File: config.mk
export PLATFORM = sky130hd
export DESIGN_NAME = ipti_interp
export DESIGN_NICKNAME = d
export VERILOG_FILES = /design/src/hw/rtl/ipti_pkg.sv /design/src/hw/rtl/ipti_interp.sv
export SDC_FILE = /design/constraint.sdc
export NUM_CORES = 2
export LEC_CHECK = 0
export ABC_AREA = 1
export BUFFER_PORTS_ARGS = -buffer_cell sky130_fd_sc_hd__buf_2
export CORE_ASPECT_RATIO = 1.4
export CORE_MARGIN = 5
export CORE_UTILIZATION = 23
export CTS_BUF_LIST = sky130_fd_sc_hd__clkbuf_8
export DETAILED_ROUTE_END_ITERATION = 10
export PLACE_DENSITY = 0.49
export SYNTH_ARGS = -nofsm -noshare
export SYNTH_HDL_FRONTEND = slang
export SYNTH_SLANG_ARGS = --single-unit
File: constraint.sdc
create_clock -name clock -period 5.95 [get_ports clock]
set_clock_uncertainty 0.15 [all_clocks]
set_input_delay 0 -clock clock [delete_from_list [all_inputs] [get_ports clock]]
set_output_delay 0 -clock clock [all_outputs]
set_load 0.05 [all_outputs]
File: src/hw/rtl/ipti_pkg.sv
// ----------------------------------------------------------------------------
// ipti_pkg: shared types and constants for the partition table interpolator
// Table geometry, request codes, register indexes and the control group
// that travels with each request down the pipeline.
// ----------------------------------------------------------------------------
package ipti_pkg;

   // table geometry
   localparam int TABLE_DEPTH = 1024;
   localparam int ADDR_W      = $clog2(TABLE_DEPTH);
   localparam int COUNT_W     = ADDR_W + 1;

   // Q0.32 data, fraction bits of the index product
   localparam int DATA_W    = 32;
   localparam int FRAC_BITS = 32;
   localparam int SUM_W     = DATA_W + 1;
   localparam int INV_W     = 33;
   localparam int PROD_W    = DATA_W + INV_W;
   localparam int THR_W     = 16;

   // configuration port
   localparam int CSR_IDX_W  = 3;
   localparam int CSR_DATA_W = 33;

   typedef enum logic [CSR_IDX_W-1:0] {
      REG_X_MIN           = 3'd0,
      REG_X_MAX           = 3'd1,
      REG_X_STEP          = 3'd2,
      REG_INV_STEP        = 3'd3,
      REG_ENTRY_COUNT     = 3'd4,
      REG_SMALL_THRESHOLD = 3'd5
   } csr_index_type;

   // request kinds carried in tuser
   typedef enum logic [1:0] {
      FUNC_WR_FIRST  = 2'd0,
      FUNC_WR_SECOND = 2'd1,
      FUNC_QUERY     = 2'd2
   } func_type;

   // result paths carried in tuser
   typedef enum logic [1:0] {
      PATH_FIRST   = 2'd0,
      PATH_BALANCE = 2'd1,
      PATH_KEPT    = 2'd2
   } path_type;

   // per-stage control: at most one bit set, none for a bubble
   typedef struct packed {
      logic query;
      logic wr_first;
      logic wr_second;
   } ctl_type;

endpackage

File: src/hw/rtl/ipti_interp.sv
// ----------------------------------------------------------------------------
// ipti_interp: linear interpolation between two table entries
// Three stages: magnitude of the step, product with the weight, then the
// correction applied toward y1 and truncated toward y0.
// ----------------------------------------------------------------------------
module ipti_interp import ipti_pkg::*; (
   input  logic                 clock,
   input  logic                 advance,
   input  logic [DATA_W-1:0]    y0,
   input  logic [DATA_W-1:0]    y1,
   input  logic [FRAC_BITS-1:0] frac,
   output logic [DATA_W-1:0]    value
);

   logic [DATA_W-1:0]    y0_4_ff;
   logic [DATA_W-1:0]    diff_4_ff;
   logic                 neg_4_ff;
   logic [FRAC_BITS-1:0] frac_4_ff;
   logic [DATA_W-1:0]    y0_5_ff;
   logic                 neg_5_ff;
   logic [DATA_W-1:0]    delta_5_ff;
   logic [DATA_W-1:0]    value_6_ff;
   logic [DATA_W-1:0]    value_6_in;
   logic [DATA_W+FRAC_BITS-1:0] prod;
   logic                 neg;

   // step magnitude, product with the weight and the corrected value
   always_comb begin
      neg  = (y1 < y0);
      prod = (DATA_W+FRAC_BITS)'(diff_4_ff) * (DATA_W+FRAC_BITS)'(frac_4_ff);
      value_6_in = neg_5_ff ? (y0_5_ff - delta_5_ff) : (y0_5_ff + delta_5_ff);
   end

   always_ff @(posedge clock) begin
      if (advance) begin
         y0_4_ff    <= y0;
         diff_4_ff  <= neg ? (y0 - y1) : (y1 - y0);
         neg_4_ff   <= neg;
         frac_4_ff  <= frac;
         y0_5_ff    <= y0_4_ff;
         neg_5_ff   <= neg_4_ff;
         delta_5_ff <= prod[DATA_W+FRAC_BITS-1:FRAC_BITS];
         value_6_ff <= value_6_in;
      end
   end

   assign value = value_6_ff;

endmodule
# == Word-level counts from Yosys, hierarchy flattened ==
# Index checks and enable logic that the tools add are counted.
# word_totals
output_inout_bits,32
ff_bits,194
elab_cells,16
in_bits,98
# op_classes
muxes,2
n_addsub,4
order_cmp,1
n_mul,1
# op_table
op,n
subtractor 32 bit,3
multiplier 32 x 32 -> 64 bit,1
2-to-1 mux 32 bit,2
adder 32 bit,1
less-than comparator 32 bit,1

# == Longest topological paths before layout ==
# depth
word_depth,2
depth_mapped,32
mapped_depth_nobuf,31

# == Worst setup path before layout ==
# OpenSTA, ideal clock, no wires.
# synth_path
path_kind,reg2reg
startpoint,register diff_4_ff[28]
endpoint,"register delta_5_ff[8], data pin"
synth_period_minus_slack_ns,6.567
slack_ns,-0.617
setup_time_ns,0.262
path_buffers,1
arrival_ns,6.154
t_required_ns,5.538
stages_incl_launch_ff,25
path_cell_list,edfxtp_1 > clkbuf_1 > nand2_1 > fa_1 > inv_1 > fa_1 > inv_1 > fa_1 > inv_1 > fa_1 > inv_1 > fa_1 > fa_1 > fa_1 > fa_1 > inv_1 > ha_1 > nand2_1 > nor2_1 > inv_1 > nor2_1 > inv_1 > o21ai_0 > a21oi_1 > xor2_1
# synth_via
elab_chain_cells,1
# synth_lines
item,line_no,rtl
from (decl),ipti_interp.sv:16,logic [DATA_W-1:0] diff_4_ff;
from (signal assigned),ipti_interp.sv:37,diff_4_ff <= neg ? (y0 - y1) : (y1 - y0);
multiplier 32 x 32 -> 64 bit,ipti_interp.sv:30,prod = (DATA_W+FRAC_BITS)'(diff_4_ff) * (DATA_W+FRAC_BITS)'(frac_4_ff);
via prod[40],ipti_interp.sv:24,logic [DATA_W+FRAC_BITS-1:0] prod;
to (signal assigned),ipti_interp.sv:42,delta_5_ff <= prod[DATA_W+FRAC_BITS-1:FRAC_BITS];
to (decl),ipti_interp.sv:21,logic [DATA_W-1:0] delta_5_ff;
# The timed path passes the listed nets, and every way through them passes these cells.
# A chain may end at the register's enable or synchronous reset.

# == Worst setup path after layout ==
# layout_path
startpoint,register diff_4_ff[13]
endpoint,"register delta_5_ff[19], data pin"
# The elaborated chain is that of the path after synthesis.

==> flow_summary_export.csv <==
group,metric,value,unit
status,status,"finished with violations",
status,violations,"setup timing",
timing,slew_headroom,0.383,
synth,ys_types,43,
cts,cts_buffers,17,
layout,drive_above_1_share,0.156,
die,row_count,198,
cts,cts_sinks,194,
placement,numPlacedInstances,9299,
flow_run,maxCapViolCount,0,
grt,antenna_found_initial,10,
die,ios,130,
setup_path,cp-start-kind,"register",
die,initial_utilization,0.231,
timing,fin_crit,6.98,ns
routing,drc_errors,0,
placement,routabilityCongestion,0.906,
synth,syn_avg_cell_area,7.65,um^2
cts,clock_path_buffers,2,
die,die_y,550,um
grt,grt_max_degree,147,
routing,met2_length,92.9,mm
layout,fillerInstances,22200,
timing,fin_ws,-1.03,ns
placement,portBuffers,129,
synth,netlist_area,47800,um^2
routing,wl_met1,65.1,mm
setup_path,crit_path_end_kind,"register",
setup_path,timing_worst_setup_path_type,"register to register",
cts,clock-root-buffer,"clkbuf_8",
timing,setup_viol,32,
setup_path,path_max_fanout,5,
cts,htreeDepth,4,
timing,tightest_slew,0.925,ns
placement,place_hpwl,146,mm
routing,ant_nets,0,
synth,ys.warnings.count,0,
timing,rsz0062_at_grt,"yes",
cts,cts_tree,"yes",
timing,fmax,143,MHz
timing,tns,-30.19,ns
min_path,hold_path_class,"input port to register",
routing,drt-total-wl,171,mm
synth,synthTopCellsByArea,"fa_1, inv_1, nand2_1, edfxtp_1, ha_1",
die,die-area,217000,um^2
synth,ys_ff_latch,194,
synth,yosysSeqAreaShare,0.122,
routing,wl_met3,4.48,mm
synth,synth_top_cell_by_area,"fa_1",
synth,synthCells,6252,
grt,grt_pass1_vias,44300,
synth,synth_ff_type,"edfxtp_1",
routing,vias,40300,
timing,report.final.slew_viol_count,0,
grt,gr-total-overflow,0,
die,die_w,395,um
routing,routedWlPerCell,17.9,um
placement,post-place-ws,-1.13,ns
cts,clock_latency,0.67,ns
routing,drt_first_pass_iters,6,
layout,final_nets,8175,
cts,clk_pin_slew,0.14,ns
timing,period_share,1.17,
layout,area_delta_synth_final,24.9,%
synth,yosysTopAreaCellShare,0.376,
die,core-area,207000,um^2
routing,via_per_inst,4.22,
routing,drt_iter0_drc,1790,
grt,grt_util_all_layers,0.158,
layout,fin_cells,9542,
synth,syn_nets,7603,
routing,routed.top_layer,"met5",
grt,grt_pass1_wl,263,mm
setup_path,cp.arrival,7.24,ns
setup_path,required,6.21,ns
synth,synth_edf_count,194,
synth,async_flop_share,0,
timing,hold_viol_final,0,
## registers in the layout, indices dropped and copies added, names as in the netlist
name and count:
frac_4_ff 32, neg_4_ff 1, y0_4_ff 32, diff_4_ff 32, delta_5_ff 32, value 32
neg_5_ff 1, y0_5_ff 32
## placed cells by master, fill, tap and decap left out, types with 12 or more instances in the layout
cell type      netlist  final
nor2_1             279    204
nand2_2              6     72
inv_1             1833   1777
nand4_1             18     18
xor2_1              85     84
clkbuf_8             0     17
nor3_1              30     24
o21ai_2              4     17
dlygate4sd3_1        0    146
a21oi_1            208    167
ha_1               355    319
nand2_1           1781   1696
buf_2               18    128
inv_2                4     59
o21ai_1             13     29
nor2_2               7     40
fa_1               898    850
o21ai_0            120     90
nand3_1            105     98
buf_12               0     93
xnor2_1             16     16
ha_4                 0     31
nand2_4              1     20
buf_4                6    369
fa_2                 0     48
nor2_4               1     43
edfxtp_1           194    194
a21oi_2              2     29
o21bai_1            16     12
a21oi_4              0     14
buf_6                4     32
## worst max-delay path, cell delays in order (launching register included)
cell and delay (ns):
edfxtp_1 0.40, buf_6 0.15, bufbuf_16 0.27, nand2_1 0.06, inv_1 0.05, fa_1 0.50, fa_1 0.50, inv_1 0.06
fa_1 0.46, fa_1 0.48, inv_1 0.06, fa_2 0.61, fa_1 0.45, fa_1 0.49, fa_1 0.55, ha_1 0.35
buf_6 0.14, nand2_4 0.08, o21ai_1 0.11, nand2_1 0.13, nand2_2 0.10, a21oi_4 0.13, nor2_1 0.06, nor2_1 0.17
nand2_1 0.07, nand2_1 0.07, nand2_2 0.07
## layer usage
metal / vias up / GRT usage
met2: 755 / 0.307
met1: 20100 / 0.174
met5: - / 0
met4: 6 / 0.0698
met3: 287 / 0.0148
li1: 19100 / -
## path summary, 6_finish.rpt
kind | startpoint | end | slack, ns | depth (start not counted)
setup / recovery | diff_4_ff[13] | delta_5_ff[19] | -1.03 | 26
hold / removal | y0[3] | y0_4_ff[3] | 0.1 | 2
setup reg to reg | diff_4_ff[13] | delta_5_ff[19] | -1.03 | 26
hold reg to reg | y0_4_ff[5] | y0_5_ff[5] | 0.28 | 0
## cell usage after synthesis, types with 4 or more instances
cell type,n
nor4_1,8
nand3b_1,5
inv_2,4
nor2_2,7
buf_2,18
nand3_1,105
o21ai_0,120
nand2_1,1781
edfxtp_1,194
xor2_1,85
xnor2_1,16
o21ai_1,13
ha_1,355
buf_4,6
inv_1,1833
fa_1,898
nand2_2,6
clkbuf_1,193
o21bai_1,16
nor3_1,30
buf_6,4
a21oi_1,208
o21ai_2,4
a31oi_1,5
nand4_1,18
a21o_1,7
o21a_1,8
nor2_1,279
o211ai_1,8
## metrics by stage
step	hold WS [ns]	util	instance area (um^2)
2_1_floorplan	-0.0511	-	48500
3_3_place_gp	0.0293	0.268	55500
3_5_place_dp	0.0281	0.268	55500
5_1_grt	0.0553	0.288	59700
6_report	0.0961	0.288	59700
4_1_cts	0.00224	0.284	58800
## cell families after synthesis
family	count (synthesis)	share of synthesized area
simple gates	2248	0.183
buf+inv	2061	0.163
flops	194	0.122
xor+xnor	101	0.0185
compound gates	395	0.0442
fa+ha+maj	1253	0.469
## layout make-up
cell class,instances,area [um^2],share of cell area
repair buffers,775,7260,0.122
clock inverters,15,230,0.00386
inverters,1839,6910,0.116
flip-flops and latches,194,5830,0.0976
clock buffers,17,234,0.00392
multi-input cells,3997,35900,0.601
well taps,2700,3380,0.0566
diodes,5,12.5,0.000210
## timing repair
action | in CTS | in global routing
pin swaps | 115 | 83
resized for setup | 291 | 179
hold endpoints to repair | 132 | 0
hold buffers | 146 | 0
setup buffers | 38 | 19
cloned | 3 | 1
setup endpoints to repair | 32 | 32
Power is left out: the tool's default activity adds up to more than one toggle a clock period on the data nets, which glitch-free logic cannot reach.
