### src/hw/rtl/ipti_pkg.sv
// ----------------------------------------------------------------------------
// ipti_pkg: shared types and constants for the partition table interpolator
// Table geometry, request codes, register indexes and the control group
// that travels with each request down the pipeline.
// ----------------------------------------------------------------------------
package ipti_pkg;

   // table geometry
   localparam int TABLE_DEPTH = 1024;
   localparam int ADDR_W      = $clog2(TABLE_DEPTH);
   localparam int COUNT_W     = ADDR_W + 1;

   // Q0.32 data, fraction bits of the index product
   localparam int DATA_W    = 32;
   localparam int FRAC_BITS = 32;
   localparam int SUM_W     = DATA_W + 1;
   localparam int INV_W     = 33;
   localparam int PROD_W    = DATA_W + INV_W;
   localparam int THR_W     = 16;

   // configuration port
   localparam int CSR_IDX_W  = 3;
   localparam int CSR_DATA_W = 33;

   typedef enum logic [CSR_IDX_W-1:0] {
      REG_X_MIN           = 3'd0,
      REG_X_MAX           = 3'd1,
      REG_X_STEP          = 3'd2,
      REG_INV_STEP        = 3'd3,
      REG_ENTRY_COUNT     = 3'd4,
      REG_SMALL_THRESHOLD = 3'd5
   } csr_index_type;

   // request kinds carried in tuser
   typedef enum logic [1:0] {
      FUNC_WR_FIRST  = 2'd0,
      FUNC_WR_SECOND = 2'd1,
      FUNC_QUERY     = 2'd2
   } func_type;

   // result paths carried in tuser
   typedef enum logic [1:0] {
      PATH_FIRST   = 2'd0,
      PATH_BALANCE = 2'd1,
      PATH_KEPT    = 2'd2
   } path_type;

   // per-stage control: at most one bit set, none for a bubble
   typedef struct packed {
      logic query;
      logic wr_first;
      logic wr_second;
   } ctl_type;

endpackage

### src/hw/rtl/ipti_front.sv
// ----------------------------------------------------------------------------
// ipti_front: mean, clamp and index product
// Stage 1 forms the sum and the clamped mean, stage 2 the product of the
// offset from x_min with the reciprocal step.
// ----------------------------------------------------------------------------
module ipti_front import ipti_pkg::*; (
   input  logic                clock,
   input  logic                reset,
   input  logic                advance,
   input  ctl_type             in_ctl,
   input  logic [ADDR_W-1:0]   in_index,
   input  logic [DATA_W-1:0]   in_value,
   input  logic [DATA_W-1:0]   in_second,
   input  logic [DATA_W-1:0]   in_first,
   input  logic [DATA_W-1:0]   x_min,
   input  logic [DATA_W-1:0]   x_max,
   input  logic [INV_W-1:0]    inv_step,
   output ctl_type             out_ctl,
   output logic [ADDR_W-1:0]   out_index,
   output logic [DATA_W-1:0]   out_value,
   output logic [SUM_W-1:0]    out_sum,
   output logic [DATA_W-1:0]   out_first,
   output logic [PROD_W-1:0]   out_prod
);

   // stage 1 registers
   ctl_type             ctl1_ff;
   logic [ADDR_W-1:0]   index1_ff;
   logic [DATA_W-1:0]   value1_ff;
   logic [SUM_W-1:0]    sum1_ff;
   logic [SUM_W-1:0]    sum1_in;
   logic [DATA_W-1:0]   mean1_ff;
   logic [DATA_W-1:0]   mean1_in;
   logic [DATA_W-1:0]   first1_ff;

   // stage 2 registers
   ctl_type             ctl2_ff;
   logic [ADDR_W-1:0]   index2_ff;
   logic [DATA_W-1:0]   value2_ff;
   logic [SUM_W-1:0]    sum2_ff;
   logic [DATA_W-1:0]   first2_ff;
   logic [PROD_W-1:0]   prod2_ff;
   logic [PROD_W-1:0]   prod2_in;
   logic [DATA_W-1:0]   offset;
   logic [DATA_W-1:0]   mean_hi;

   // sum is twice the mean; clamp to x_max first, then x_min wins
   always_comb begin
      sum1_in  = SUM_W'(in_second) + SUM_W'(in_first);
      mean_hi  = (sum1_in[SUM_W-1:1] > x_max) ? x_max : sum1_in[SUM_W-1:1];
      mean1_in = (mean_hi < x_min) ? x_min : mean_hi;
   end

   // offset times reciprocal step, FRAC_BITS fraction bits
   always_comb begin
      offset   = mean1_ff - x_min;
      prod2_in = PROD_W'(offset) * PROD_W'(inv_step);
   end

   // control
   always_ff @(posedge clock) begin
      if (reset) begin
         ctl1_ff <= '0;
         ctl2_ff <= '0;
      end else if (advance) begin
         ctl1_ff <= in_ctl;
         ctl2_ff <= ctl1_ff;
      end
   end

   // payload
   always_ff @(posedge clock) begin
      if (advance) begin
         index1_ff <= in_index;
         value1_ff <= in_value;
         sum1_ff   <= sum1_in;
         mean1_ff  <= mean1_in;
         first1_ff <= in_first;
         index2_ff <= index1_ff;
         value2_ff <= value1_ff;
         sum2_ff   <= sum1_ff;
         first2_ff <= first1_ff;
         prod2_ff  <= prod2_in;
      end
   end

   assign out_ctl   = ctl2_ff;
   assign out_index = index2_ff;
   assign out_value = value2_ff;
   assign out_sum   = sum2_ff;
   assign out_first = first2_ff;
   assign out_prod  = prod2_ff;

endmodule

### config.mk
export PLATFORM = sky130hd
export DESIGN_NAME = ipti_front
export DESIGN_NICKNAME = d
export VERILOG_FILES = /design/src/hw/rtl/ipti_pkg.sv /design/src/hw/rtl/ipti_front.sv
export SDC_FILE = /design/constraint.sdc
export NUM_CORES = 2
export LEC_CHECK = 0
export ABC_AREA = 1
export ABC_CLOCK_PERIOD_IN_PS = 26000
export BUFFER_PORTS_ARGS = -buffer_cell sky130_fd_sc_hd__buf_2
export CORE_AREA = 2 2 354 356
export DETAILED_ROUTE_END_ITERATION = 12
export DIE_AREA = 0 0 356 358
export GPL_TIMING_DRIVEN = 1
export PLACE_DENSITY = 0.66
export SKIP_CTS_REPAIR_TIMING = 1
export SLEW_MARGIN = 20
export SYNTH_ARGS = -nofsm -noshare
export SYNTH_HDL_FRONTEND = slang
export SYNTH_SLANG_ARGS = --single-unit
### constraint.sdc
create_clock -name clock -period 26 [get_ports clock]
set_clock_uncertainty 0.1 [all_clocks]
set_input_delay 1.3 -clock clock [delete_from_list [all_inputs] [get_ports clock]]
set_output_delay 1.3 -clock clock [all_outputs]
set_load 0.005 [all_outputs]
Word level (Yosys, flattened, before mapping)

Cells that the tools add are included.

Bits of input ports: 209
Flip-flop bits (word level): 317
Output and inout port bits: 175
Word-level logic and storage cells: 23

Multipliers: 1
Mux-type cells: 2
Add/sub/neg operators: 2
$lt $le $gt $ge: 2

Operator list:

| operator                       | count |
|---|---|
| multiplier 32 x 33 -> 65 bit   | 1 |
| two-way mux 32 bit             | 2 |
| adder 32 x 32 -> 33 bit        | 1 |
| greater-than comparator 32 bit | 1 |
| less-than comparator 32 bit    | 1 |
| subtractor 32 bit              | 1 |

Depth between registers and ports, before layout

Depth after elaboration: 5
Depth in mapped cells: 49
Depth with buffers taken out: 48

Least setup slack after synthesis

OpenSTA, ideal clock, no wires.

Path type: input to register
From: input x_min[0]
To: register prod2_ff[58], in the netlist out_prod[58] (data pin)
Library setup time: 260 ps
Setup slack: 16583 ps
Cell stages on the path: 45
Arrival time: 9057 ps
Path through: ha_1 inv_1 fa_1 nand2_1 nand2_1 nand2_1 nand2_2 inv_2 nor2_2 nor2_2 o21ai_2 a21boi_2 o21ai_4 a21boi_2 o21bai_2 or2_1 nand2_2 buf_4 (+9 left out) fa_1 fa_1 fa_1 fa_1 ha_1 a21oi_1 nor2_1 nor2_1 inv_1 a21oi_1 nor2_1 nor2_1 nand3_1 nand3_1 o211ai_1 a21o_1 a21oi_1 xnor2_1

Longest elaborated chain between the ends: 2

Ends and longest elaborated chain:

| element                      | line             | source |
|---|---|---|
| start, declared              | ipti_front.sv:15 | `input logic [DATA_W-1:0] x_min,` |
| subtractor 32 bit            | ipti_front.sv:56 | `offset = mean1_ff - x_min;` |
| multiplier 32 x 33 -> 65 bit | ipti_front.sv:57 | `prod2_in = PROD_W'(offset) * PROD_W'(inv_step);` |
| net prod2_in[58]             | ipti_front.sv:43 | `logic [PROD_W-1:0] prod2_in;` |
| end signal, assigned         | ipti_front.sv:83 | `prod2_ff <= prod2_in;` |
| end, declared                | ipti_front.sv:42 | `logic [PROD_W-1:0] prod2_ff;` |

The timed path passes the listed nets, and every way through them passes these cells.
A chain may end at the register's enable or synchronous reset.

Final worst setup path

From: input x_min[2]
To: register prod2_ff[58], in the netlist out_prod[58] (data pin)

Same word-level chain as after synthesis.

==> impl_metrics.py <==
metrics = {
    "status": {
        "status": "completed",
    },
    "critical_path": {
        "slowest_delay_ns": 0.94,
        "endpoint_kind": "register",
        "crit_required_ns": 26.23,
        "critPathKind": "input port to register",
        "start_kind": "input port",
        "r2r_setup_slack_ns": 14.98,
        "cp.arrival_ns": 11.73,
        "crit_fanout": 20,
        "slowest_stage": "nand2_1",
    },
    "clock_network": {
        "path_clk_slew_ns": 0.07,
        "cts_made_buffers": 31,
        "htreeDepth": 1,
        "clk-insertion-delay-late_ns": 0.61,
        "cts_tree": "yes",
        "cts_buffer_depth": 3,
        "cts.sink_count": 317,
        "cts-root-buf": "clkbuf_16",
    },
    "logic_synthesis": {
        "syn_area_mm2": 0.0491,
        "synthTopCellsByArea": "fa_1, edfxtp_1, ha_1, inv_1, nand2_1",
        "synth-edff-count": 311,
        "synth_cell_types": 57,
        "ys.flop_type": "edfxtp_1",
        "yosysMostFrequentCell": "inv_1",
        "avgSynthCellArea_um2": 9.11,
        "yosysSeqAreaShare": 0.192,
        "yosysWarnings": 0,
        "synth-async-reset-ratio": 0,
        "yosys.area.top_type_share": 0.378,
        "synth_nets": 6924,
        "ys_seq_elements": 317,
        "yosys.area.top_type": "fa_1",
        "synthCells": 5396,
        "yosys-top-cells-count": "inv_1, fa_1, nand2_1",
    },
    "floorplanning": {
        "die_area_mm2": 0.127,
        "die_w_um": 356,
        "io_pins": 384,
        "start_util": 0.399,
        "rows": 129,
        "core-area_mm2": 0.123,
        "die_h_um": 358,
    },
    "grt": {
        "grt_usage": 0.257,
        "grt_pass1_wl_um": 245000,
        "antenna_found_initial": 21,
        "overflow": 0,
        "grt_max_degree": 99,
        "grt_pass1_vias": 40300,
    },
    "sta": {
        "fin_ws_ns": 14.50,
        "tightest_slew_ns": 1.14,
        "slew_violations": 0,
        "rsz0062_at_grt": "no",
        "max_slew_margin": 0.232,
        "fin_crit_ns": 11.50,
        "hold_violations": 0,
        "setup_tns_ns": 0,
        "min_period_over_period": 0.442,
        "max_freq_ghz": 0.0870,
        "setup_viol": 0,
    },
    "placed_design": {
        "post-place-ws_ns": 14.15,
        "port_buffers": 383,
        "hpwlAfterDp_um": 130000,
        "gp_congestion": 0.982,
    },
    "layout": {
        "fillers": 12100,
        "num-nets-final": 7181,
        "area_delta_synth_final_pct": 9.14,
        "drive_gt1_frac": 0.103,
    },
    "drt": {
        "drtPass1Iterations": 6,
        "drtIter0Drc": 3449,
        "drt-total-wl_um": 162000,
        "viasPerCell": 5.27,
        "route.detailed.drc": 0,
        "vias": 38600,
        "wl_per_cell_um": 22.1,
        "ant_nets": 0,
    },
    "flow_run": {
        "cap_violations": 0,
    },
    "min_path": {
        "hold_path.class": "register to register",
    },
}
==> metrics by stage <==
| step | cells | util | area, um2 | hold WS (ns) |
|---|---|---|---|---|
| floorplan | 5396 | - | 49100 | 0.300 |
| global placement | 7257 | 0.426 | 52500 | 0.300 |
| detailed placement | 7257 | 0.426 | 52500 | 0.305 |
| CTS | 7314 | 0.435 | 53600 | 0.316 |
| global route | 7325 | 0.435 | 53600 | 0.323 |
| finish | 7325 | 0.435 | 53600 | 0.314 |
==> critical path, delay by kind of cell <==
| family | cells | cell delay [ns] |
|---|---|---|
| AO/OA/AOI/OAI | 10 | 2.02 |
| XOR/XNOR | 1 | 0.13 |
| adder cells (fa/ha/maj) | 10 | 4.62 |
| buffers and inverters | 5 | 0.36 |
| AND/OR/NAND/NOR | 15 | 3.21 |
==> per-layer routing <==
| layer | up-vias | global-route usage | routed length (um) |
|---|---|---|---|
| met1 | 19500 | 0.338 | 63700 |
| li1 | 16800 | - | - |
| met4 | 2 | 0.101 | 7140 |
| met5 | - | 0 | 10 |
| met2 | 2007 | 0.409 | 74400 |
| met3 | 379 | 0.0617 | 16900 |
==> final timing paths <==
check,from,to,depth (start not counted)
worst max-delay path,x_min[2],out_prod[58],41
worst max register to register,mean1_ff[0],out_prod[40],37
worst min register to register,value1_ff[1],out_value[1],0
worst min-delay path,value1_ff[1],out_value[1],0
==> sequential cells by signal (all words and copies together), names as in the netlist, 10 cells and up <==
signal / count
first1_ff: 32
index1_ff: 10
mean1_ff: 32
out_first: 32
out_index: 10
out_prod: 65
out_sum: 33
out_value: 32
sum1_ff: 33
value1_ff: 32
==> area by class of cell <==
type / count / area, um2 / area share
multi-input cells: 3579 / 33900 / 0.632
flip-flops and latches: 317 / 9460 / 0.176
inverters: 1297 / 4880 / 0.0909
repair buffers: 427 / 2260 / 0.0421
well taps: 1637 / 2050 / 0.0382
clock buffers: 32 / 779 / 0.0145
clock inverters: 25 / 310 / 0.00579
diodes: 11 / 27.5 / 0.000513
==> placed cells by master, fill, tap and decap left out, types with 13 or more instances in the layout <==
cell,netlist,routed
xor2_1,59,59
ha_1,391,391
fa_1,928,928
nor3_1,13,13
clkbuf_16,0,31
nand2_2,31,31
inv_2,13,13
a31oi_1,37,37
xnor2_1,37,37
or2_1,14,14
o21ai_0,78,78
clkinv_1,15,17
nor2_1,520,520
buf_4,10,44
edfxtp_1,311,311
buf_2,43,382
nand3_1,206,206
nand2_1,912,912
nor2_2,13,13
inv_1,1266,1266
nand4_1,14,14
a21oi_1,192,191
==> cell families (layout without fill, tap and decap cells) <==
group                      after synthesis  after routing  share of synthesized area
buffers and inverters                 1500           1781                      0.118
AOI/OAI and AO/OA                      407            407                     0.0485
other                                    0             11                          0
and+or+nand+nor                       1757           1757                      0.146
xor gates and xnor gates                96             96                     0.0171
DFF                                    317            317                      0.192
adders and majority gates             1319           1319                      0.478
Power is left out: the tool's default activity adds up to more than one toggle a clock period on the data nets, which glitch-free logic cannot reach.
